**src/hdl/lrup_pkg.sv**
```systemverilog
// Shared types and constants for the LRU page replacement block.
// No dependencies; used by lrup_cell and lru_page_replacement_top.
package lrup_pkg;

    localparam int NUM_CELLS = 32;
    localparam int PAGE_W    = 5;
    localparam int FRAME_W   = 5;
    localparam int CNT_W     = 6;
    localparam int FAULT_W   = 16;

    localparam logic [CNT_W-1:0]   MAX_FRAMES   = 6'd32;
    localparam logic [CNT_W-1:0]   MIN_FRAMES   = 6'd1;
    localparam logic [CNT_W-1:0]   RESET_FRAMES = 6'd32;
    localparam logic [FAULT_W-1:0] FAULT_MAX    = '1;

    // One slot of the recency stack
    typedef struct packed {
        logic               valid;
        logic [PAGE_W-1:0]  page;
        logic [FRAME_W-1:0] frame;
    } entry_t;

    // Per-reference control broadcast to every cell
    typedef struct packed {
        logic update;
        logic hit;
        logic evict;
    } cell_ctrl_t;

    // Signals rippling down the row of cells
    typedef struct packed {
        logic               go;
        logic [PAGE_W-1:0]  page;
        logic [FRAME_W-1:0] frame;
    } chain_t;

endpackage

```
**src/hdl/lru_page_replacement_top.sv**
```systemverilog
// LRU page replacement unit: top level with the row of stack cells.
// Depends on lrup_pkg and lrup_cell.
//
// Usage: one page reference per input transfer (page_number over
// in_valid/in_ready); one result per reference on the output channel
// (hit, frame_number, evicted_valid, evicted_page, fault_count over
// out_valid/out_ready). Resident pages sit in a row of 32 cells ordered
// by recency, most recent in cell 0. A reference is matched in every
// cell at once, and a shift enable ripples down the row so the cells in
// front of the hit or evicted slot move back one place while the page
// enters cell 0. Free frames are handed out in order until the
// configured count is reached; after that the deepest cell is evicted.
// out_valid rises in the cycle after the input transfer, and a new
// reference is taken every cycle unless the output stalls; compare and
// ripple are combinational. The output register frees up as soon as its
// result is taken, so input is accepted while out_ready is high or the
// output register is empty; when the receiver stalls, in_ready drops.
// Reset empties all cells, clears the free-frame and fault counters and
// sets frames_in_use to 32. cfg_write_en writes frames_in_use at once.
module lru_page_replacement_top (
    input  logic                             clk,
    input  logic                             rst_n,
    input  logic                             cfg_write_en,
    input  logic [lrup_pkg::CNT_W-1:0]       cfg_write_data,
    input  logic                             in_valid,
    output logic                             in_ready,
    input  logic [lrup_pkg::PAGE_W-1:0]      page_number,
    output logic                             out_valid,
    input  logic                             out_ready,
    output logic                             hit,
    output logic [lrup_pkg::FRAME_W-1:0]     frame_number,
    output logic                             evicted_valid,
    output logic [lrup_pkg::PAGE_W-1:0]      evicted_page,
    output logic [lrup_pkg::FAULT_W-1:0]     fault_count
);

    logic [lrup_pkg::CNT_W-1:0]    frames_reg;
    logic [lrup_pkg::CNT_W-1:0]    frames_eff;
    logic [lrup_pkg::CNT_W-1:0]    free_reg;
    logic [lrup_pkg::CNT_W-1:0]    free_next;
    logic [lrup_pkg::FAULT_W-1:0]  faults_reg;
    logic [lrup_pkg::FAULT_W-1:0]  faults_next;

    logic                          out_valid_reg;
    logic                          out_valid_next;
    logic                          hit_reg;
    logic [lrup_pkg::FRAME_W-1:0]  frame_reg;
    logic                          ev_valid_reg;
    logic [lrup_pkg::PAGE_W-1:0]   ev_page_reg;

    logic                          accept;
    logic                          hit_any;
    logic                          evict;
    logic [lrup_pkg::FRAME_W-1:0]  new_frame;
    logic [lrup_pkg::NUM_CELLS-1:0] match_vec;

    lrup_pkg::cell_ctrl_t          ctrl;
    lrup_pkg::entry_t              new_entry;
    lrup_pkg::entry_t              entries [lrup_pkg::NUM_CELLS];
    lrup_pkg::chain_t              chain   [lrup_pkg::NUM_CELLS+1];

    // Handshake
    assign in_ready = !out_valid_reg || out_ready;
    assign accept   = in_valid && in_ready;

    // Clamp the configured frame count
    always_comb
    begin
        if (frames_reg == '0)
            frames_eff = lrup_pkg::MIN_FRAMES;
        else if (frames_reg > lrup_pkg::MAX_FRAMES)
            frames_eff = lrup_pkg::MAX_FRAMES;
        else
            frames_eff = frames_reg;
    end

    // Hit or fault, and whether the fault needs a victim
    assign hit_any = |match_vec;
    assign evict   = !hit_any && !(free_reg < frames_eff);

    assign ctrl.update = accept;
    assign ctrl.hit    = hit_any;
    assign ctrl.evict  = evict;

    // Ripple chain head: cell 0 takes the new entry on every accepted reference
    assign chain[0].go    = 1'b1;
    assign chain[0].page  = '0;
    assign chain[0].frame = '0;

    assign new_frame = (hit_any || evict) ? chain[lrup_pkg::NUM_CELLS].frame
                                          : free_reg[lrup_pkg::FRAME_W-1:0];

    assign new_entry.valid = 1'b1;
    assign new_entry.page  = page_number;
    assign new_entry.frame = new_frame;

    // Row of recency cells
    genvar gi;
    generate
        for (gi = 0; gi < lrup_pkg::NUM_CELLS; gi++)
        begin : g_cell
            lrup_pkg::entry_t prev_entry;
            logic             nxt_valid;

            if (gi == 0)
            begin : g_head
                assign prev_entry = new_entry;
            end
            else
            begin : g_body
                assign prev_entry = entries[gi-1];
            end

            if (gi == lrup_pkg::NUM_CELLS-1)
            begin : g_tail
                assign nxt_valid = 1'b0;
            end
            else
            begin : g_mid
                assign nxt_valid = entries[gi+1].valid;
            end

            lrup_cell u_cell (
                .clk        (clk),
                .rst_n      (rst_n),
                .ref_page   (page_number),
                .ctrl       (ctrl),
                .prev       (prev_entry),
                .next_valid (nxt_valid),
                .chain_in   (chain[gi]),
                .chain_out  (chain[gi+1]),
                .entry      (entries[gi]),
                .match      (match_vec[gi])
            );
        end
    endgenerate

    // Free-frame and fault counters
    always_comb
    begin
        free_next   = free_reg;
        faults_next = faults_reg;
        if (accept && !hit_any)
        begin
            if (!evict)
                free_next = free_reg + 1'b1;
            if (faults_reg != lrup_pkg::FAULT_MAX)
                faults_next = faults_reg + 1'b1;
        end
    end

    assign out_valid_next = accept ? 1'b1 : (out_ready ? 1'b0 : out_valid_reg);

    // Control state
    always_ff @(posedge clk or negedge rst_n)
    begin
        if (!rst_n)
        begin
            frames_reg    <= lrup_pkg::RESET_FRAMES;
            free_reg      <= '0;
            faults_reg    <= '0;
            out_valid_reg <= 1'b0;
        end
        else
        begin
            if (cfg_write_en)
                frames_reg <= cfg_write_data;
            free_reg      <= free_next;
            faults_reg    <= faults_next;
            out_valid_reg <= out_valid_next;
        end
    end

    // Result register
    always_ff @(posedge clk)
    begin
        if (accept)
        begin
            hit_reg      <= hit_any;
            frame_reg    <= new_frame;
            ev_valid_reg <= evict;
            ev_page_reg  <= evict ? chain[lrup_pkg::NUM_CELLS].page : '0;
        end
    end

    assign out_valid     = out_valid_reg;
    assign hit           = hit_reg;
    assign frame_number  = frame_reg;
    assign evicted_valid = ev_valid_reg;
    assign evicted_page  = ev_page_reg;
    assign fault_count   = faults_reg;

endmodule

```
**src/hdl/lrup_cell.sv**
```systemverilog
// One slot of the LRU recency stack: holds a resident page and its frame.
// Depends on lrup_pkg.
module lrup_cell (
    input  logic                             clk,
    input  logic                             rst_n,
    input  logic [lrup_pkg::PAGE_W-1:0]      ref_page,
    input  lrup_pkg::cell_ctrl_t             ctrl,
    input  lrup_pkg::entry_t                 prev,
    input  logic                             next_valid,
    input  lrup_pkg::chain_t                 chain_in,
    output lrup_pkg::chain_t                 chain_out,
    output lrup_pkg::entry_t                 entry,
    output logic                             match
);

    logic                             valid_reg;
    logic                             valid_next;
    logic [lrup_pkg::PAGE_W-1:0]      page_reg;
    logic [lrup_pkg::PAGE_W-1:0]      page_next;
    logic [lrup_pkg::FRAME_W-1:0]     frame_reg;
    logic [lrup_pkg::FRAME_W-1:0]     frame_next;
    logic                             last;
    logic                             stop;
    logic                             shift;

    assign entry.valid = valid_reg;
    assign entry.page  = page_reg;
    assign entry.frame = frame_reg;

    // Compare against the referenced page; deepest valid slot is the LRU page
    assign match = valid_reg && (page_reg == ref_page);
    assign last  = valid_reg && !next_valid;
    assign stop  = ctrl.hit ? match : (ctrl.evict && last);

    // Pass the shift enable on until the stopping slot; collect its contents
    always_comb
    begin
        chain_out.go    = chain_in.go && !stop;
        chain_out.page  = chain_in.page  | (stop ? page_reg  : '0);
        chain_out.frame = chain_in.frame | (stop ? frame_reg : '0);
    end

    // Take the neighbor's entry when the shift reaches this slot
    assign shift      = ctrl.update && chain_in.go;
    assign valid_next = shift ? prev.valid : valid_reg;
    assign page_next  = shift ? prev.page  : page_reg;
    assign frame_next = shift ? prev.frame : frame_reg;

    always_ff @(posedge clk or negedge rst_n)
    begin
        if (!rst_n)
        begin
            valid_reg <= 1'b0;
        end
        else
        begin
            valid_reg <= valid_next;
        end
    end

    always_ff @(posedge clk)
    begin
        page_reg  <= page_next;
        frame_reg <= frame_next;
    end

endmodule

```
**config.mk**
```make
export PLATFORM = sky130hd
export DESIGN_NAME = lru_page_replacement_top
export DESIGN_NICKNAME = d
export VERILOG_FILES = /design/src/hdl/lrup_pkg.sv /design/src/hdl/lru_page_replacement_top.sv /design/src/hdl/lrup_cell.sv
export SDC_FILE = /design/constraint.sdc
export NUM_CORES = 1
export LEC_CHECK = 0
export ABC_AREA = 1
export BUFFER_PORTS_ARGS = -buffer_cell sky130_fd_sc_hd__buf_2
export CAP_MARGIN = 25
export CORE_UTILIZATION = 29
export DETAILED_ROUTE_END_ITERATION = 6
export GPL_TIMING_DRIVEN = 1
export SKIP_LAST_GASP = 1
export SLEW_MARGIN = 20
export SYNTH_ARGS = -nofsm -noshare
export SYNTH_HDL_FRONTEND = slang
export SYNTH_SLANG_ARGS = --single-unit
```
**constraint.sdc**
```tcl
create_clock -name clk -period 10 [get_ports clk]
set_clock_uncertainty 0.15 [all_clocks]
set_input_delay 1.5 -clock clk [delete_from_list [all_inputs] [get_ports clk]]
set_output_delay 1.5 -clock clk [all_outputs]
set_load 0.02 [all_outputs]
```
; ---- Yosys cells after proc, flatten, opt, wreduce, memory -nomap -nowiden
; Index checks and enable logic that the tools add are counted.
[word_totals]
reg_bits = 388
elab_cells = 535
out_inout_bits = 30
[classes]
bitwise_logic = 63
n_lt_le_gt_ge = 2
add_sub_neg = 2
n_mux = 101
n_reduce_logical = 231
eq_ne = 33
[op_table]
columns = cell, count
row1 = two-way mux 5 bit, 65
row2 = OR 5 bit, 62
row3 = == test 5 bit, 32
row4 = logical AND 1 bit, 159
row5 = logical NOT 1 bit, 65
row6 = two-way mux 1 bit, 34
row7 = OR reduction 32 bit, 1
row8 = "adder 16 x 1 -> 16 bit, second input constant", 1
row9 = "inequality test 16 bit, second input constant", 1
row10 = two-way mux 6 bit, 2
row11 = "adder 6 x 1 -> 6 bit, second input constant", 1
row12 = "> comparator 6 bit, second input constant", 1
row13 = logical NOT 6 bit, 1
row14 = less-than comparator 6 bit, 1
row15 = AND reduction 2 bit, 2
row16 = logical OR 1 bit, 2
row17 = nonzero test 2 bit, 1
row18 = inverter 1 bit, 1

; ---- Longest topological paths before layout
[logic_depth]
ltp_word = 41
ltp_mapped = 24

; ---- Cells and area by module
; A second synthesis with hierarchy kept.
[hier_totals]
hier_cells = 2947
hier_area_um2 = 22970.8
[by_module_without_submodules]
columns = mod, seq_area_each_um2, cells_each, area_each_um2, instances
row1 = lrup_cell, 325.3, 83, 644.4, 32
row2 = lru_page_replacement_top, 1087.3, 291, 2351.0, 1

; ---- Worst setup path after synthesis
; Ideal clock, no wire load.
[synth_timing]
path_kind = input-to-reg
start = input port page_number[4] in the netlist's numbering
end = register g_cell[3].u_cell.frame_reg[0] in the netlist's numbering (enable)
t_arrival_ps = 4400
setup_slack_ps = 5056
path_buffers = 5
path_stages = 18
setup_time_ps = 394
cell_sequence = buf_4 -> inv_2 -> buf_6 -> buf_6 -> nand2_1 -> a22oi_1 -> nand3_1 -> nand2_1 -> nor2_1 -> nand2_1 -> nor2_4 -> buf_6 -> nand4_1 -> nand2_1 -> clkbuf_1 -> nor2_1 -> inv_1 -> nor3_1
[synth_between]
elab_chain_len = 11
[synth_lines]
columns = item, line_no
row1 = "start, declared", lru_page_replacement_top.sv:27  ; input logic [lrup_pkg::PAGE_W-1:0] page_number,
row2 = == test 5 bit, lrup_cell.sv:31  ; assign match = valid_reg && (page_reg == ref_page);
row3 = logical AND 1 bit, lrup_cell.sv:31
row4 = OR reduction 32 bit, lru_page_replacement_top.sv:78  ; assign hit_any = |match_vec;
row5 = logical NOT 1 bit, lru_page_replacement_top.sv:79  ; assign evict = !hit_any && !(free_reg < frames_eff);
row6 = logical AND 1 bit, lru_page_replacement_top.sv:79
row7 = logical AND 1 bit, lrup_cell.sv:33  ; assign stop = ctrl.hit ? match : (ctrl.evict && last);
row8 = two-way mux 1 bit, lrup_cell.sv:33
row9 = logical NOT 1 bit, lrup_cell.sv:38  ; chain_out.go = chain_in.go && !stop;
row10 = logical AND 1 bit, lrup_cell.sv:38
row11 = logical AND 1 bit *, lrup_cell.sv:38
row12 = logical AND 1 bit *, lrup_cell.sv:44  ; assign shift = ctrl.update && chain_in.go;
row13 = via g_cell[3].u_cell.shift, lrup_cell.sv:24  ; logic shift;
row14 = "end signal, assigned", lrup_cell.sv:64  ; frame_reg <= frame_next;
row15 = "end, declared", lrup_cell.sv:20  ; logic [lrup_pkg::FRAME_W-1:0] frame_reg;
; Mark *: on every way through the listed nets, which the timed path passes. The rest lies on a longest branch.
; A chain may end at the register's enable or synchronous reset.

; ---- Final worst setup path
[layout_timing]
start = input port page_number[1] in the netlist's numbering
end = register g_cell[30].u_cell.frame_reg[4] in the netlist's numbering (enable)
[layout_between]
elab_chain_len = 38
[layout_lines]
columns = item, line_no
row1 = == test 5 bit, lrup_cell.sv:31
row2 = logical AND 1 bit, lrup_cell.sv:31
row3 = OR reduction 32 bit, lru_page_replacement_top.sv:78
row4 = logical NOT 1 bit, lru_page_replacement_top.sv:79
row5 = logical AND 1 bit, lru_page_replacement_top.sv:79
row6 = logical AND 1 bit, lrup_cell.sv:33
row7 = two-way mux 1 bit, lrup_cell.sv:33
row8 = logical NOT 1 bit, lrup_cell.sv:38
row9 = logical AND 1 bit (28 in a row), lrup_cell.sv:38
row10 = logical AND 1 bit *, lrup_cell.sv:38
row11 = logical AND 1 bit *, lrup_cell.sv:44
row12 = via g_cell[30].u_cell.shift, lrup_cell.sv:24
row13 = "end signal, assigned", lrup_cell.sv:64
row14 = "end, declared", lrup_cell.sv:20
; Marks and branches as above.

==> flow_summary.yaml <==
run_status:
  status: "complete, but fails checks"
  failed_checks: "DRC"
place:
  place_area_um2: 19500
  dp.cells: 2859
  numPortBuffers: 45
  hpwlAfterDp_um: 44800
  place_congestion: 1.03
global_route:
  antenna_found_initial: 4
  grt_overflow: 0
  grt_max_degree: 62
  track_usage_pct: 18.7
  grt_pass1_vias: 13600
  grt_first_pass_wirelength_um: 88900
worst_setup_path:
  cp_slowest_cell: "buf_2"
  crit_arrival_ns: 6.79
  end_kind: "flop"
  cp_top_family: "simple AND/OR/NAND/NOR gates"
  max_stage_delay_ns: 0.75
  setup.worst_path.class: "input pin to flop"
  crit_required_ns: 10.07
  crit_chain: "buf_2 > inv_2 > nor2_1 > nor2_1 > nand3_1 > nand2_1 > nor2_1 > nand2_1 > nor2_4 > nand2_2 > inv_2 > o21ai_1 > nand2_2 > nand3_2 > nor2_4 > nand3_2 > nor2_4 > nand2_1 > inv_1"
  crit_path_max_fanout: 39
  critPathLaunchType: "input pin"
  path_buf_inv: 4
routing:
  drt_iter0_markers: 1979
  postRouteAntennaNets: 0
  avgViaCountPerCell: 4.97
  drt_pass1_iterations: 7
  remaining_drc_errors: 1
  wl_um: 60500
  vias: 14600
  wl_per_cell_um: 20.6
cts:
  clock-sinks: 388
  clk_pin_slew_ns: 0.06
  cts_resized: 0
  insertion_delay_ns: 0.59
  cts_buffer_depth: 3
  htree_levels: 2
  cts_made_buffers: 42
  post_cts_buffers: 0
  cts-hold-fix-buffers: 0
  cts_root_buf: "clkbuf_16"
  cts_tree: "done"
sta:
  worst_slew_pin_slew_ns: 1.03
  rsz0062_at_grt: "false"
  hold_violations: 0
  period_minus_slack_ns: 6.72
  finalCritPeriodShare_pct: 67.2
  maxSlewHeadroom_pct: 31.0
  fmax_ghz: 0.149
  setup_viol: 0
  drv_slew: 0
  timing.setup.tns_ns: 0
logic_synthesis:
  yosysTopAreaCell: "edfxtp_1"
  ys.warnings.count: 0
  synth_cells: 2012
  synth.avg_cell_area_um2: 9.22
  synth_top_flop_cell: "edfxtp_1"
  ys_types: 42
  seq_area_frac_synth_pct: 61.2
  synth_area_leaders: "edfxtp_1 53%, nand2_1 14%, dfrtp_1 8.1%"
  yosys.area.top_type_share_pct: 53.0
  syn_nets: 2035
  synth_area_um2: 18500
  synth_async_sr_flop_share_pct: 15.7
  synth_edf_count: 327
  synth_seq_cells: 388
die:
  die_w_um: 255
  die-height_um: 255
  io_pins: 46
  fp-row-count: 92
  core_area_um2: 63100
  initial_core_util_pct: 29.4
  design.die.area_um2: 65000
cells_and_area:
  synthToLayoutAreaGrowth_pct: 12.9
  final_nets: 2082
  drive_above_1_share_pct: 7.74
  finish.instance_area_um2: 20900
  diodes: 0
  fin_util_pct: 33.2
  final_cells: 2938
min_path:
  hp-class: "flop to flop"
power_and_ir_drop:
  cellLeakagePower_nw: 8.88
  power_density_nw_per_um2: 336
  ir_worst_vdd_mv: 0.145
flow_run:
  drv_cap: 0
[per-layer routing]
| metal | track usage, % | routed length [um] |
|---|---|---|
| met3 | 2.90 | 5510 |
| met4 | 6.50 | 2030 |
| met2 | 28.4 | 26600 |
| met1 | 26.9 | 26300 |
| met5 | 0 | 59 |
[worst paths after layout]
kind	slack, ns	to	cells after the start	from
worst min-delay path	0.29	g_cell[14].u_cell.page_reg[2]	0	g_cell[13].u_cell.page_reg[2]
max in group asynchronous	8.05	g_cell[11].u_cell.valid_reg	2	rst_n
worst max-delay path	3.28	g_cell[30].u_cell.frame_reg[4]	19	page_number[1]
worst max register to register	4.91	g_cell[30].u_cell.frame_reg[4]	18	g_cell[3].u_cell.page_reg[2]
worst min register to register	0.29	g_cell[14].u_cell.page_reg[2]	0	g_cell[13].u_cell.page_reg[2]
min in group asynchronous	1.00	g_cell[25].u_cell.valid_reg	2	rst_n
[metrics by stage]
step	worst slack, ns	power, W	hold WS [ns]
final	3.28	0.00704	0.293
after global placement	3.05	0.00542	0.280
after CTS	3.54	0.00701	0.295
after detailed placement	2.94	0.00544	0.282
after floorplan	5.06	0.00435	0.269
after global routing	3.15	0.00739	0.308
[logic make-up after synthesis]
logic type / Yosys count / share of synthesized area [%]
multiplexers: 3 / 0.182
AO/OA/AOI/OAI: 206 / 6.03
adder cells (fa/ha/maj): 7 / 0.472
flip-flops: 388 / 61.2
buffers and inverters: 284 / 6.55
AND/OR/NAND/NOR: 1097 / 24.3
XOR/XNOR: 27 / 1.28
[synthesized netlist by cell type (7+ instances only)]
cell type / instances
inv_2: 7
nand2_2: 8
o22ai_1: 33
nor2_4: 10
nand3_1: 65
nand4_1: 42
buf_2: 18
ha_1: 7
xor2_1: 21
buf_4: 22
edfxtp_1: 327
o21ai_0: 98
dfrtp_1: 60
a21oi_1: 34
nor2_1: 235
nand2_1: 709
inv_1: 224
o21ai_1: 26
nor3_1: 10
[where the power goes]
group | leakage, nW | switching, W | internal, W
clock network | 0.673 | 0.000645 | 0.000905
logic | 4.44 | 0.00193 | 0.000592
registers | 3.76 | 0.000437 | 0.00253
total | 8.88 | 0.00302 | 0.00402
[cell usage in the layout (no fill, tap or decap), drive strengths merged, types with 2 or more instances in the layout]
cell type,Yosys,layout
o211ai,4,4
nor2,249,249
nand4,42,42
nand2,718,718
inv,233,236
buf,45,53
a22oi,6,6
mux2,3,3
nor3,10,10
nand3b,4,4
clkinv,1,15
dfrtp,60,60
clkbuf,5,54
o21ai,124,124
ha,7,7
xor2,21,21
o22ai,33,33
xnor2,6,6
bufinv,0,4
nor4,4,4
clkinvlp,0,2
nand3,68,68
a21oi,34,34
o31ai,2,2
edfxtp,327,327
[final cells by class]
class                   count  area, um^2
clock buffers              54        1130
inverters                 234         883
flip-flops and latches    388       11300
repair buffers             53         289
fillers                  6509       42200
well taps                 846        1060
clock inverters            23         240
multi-input cells        1340        5980
No activity file was read; power rests on OpenSTA's default activity.
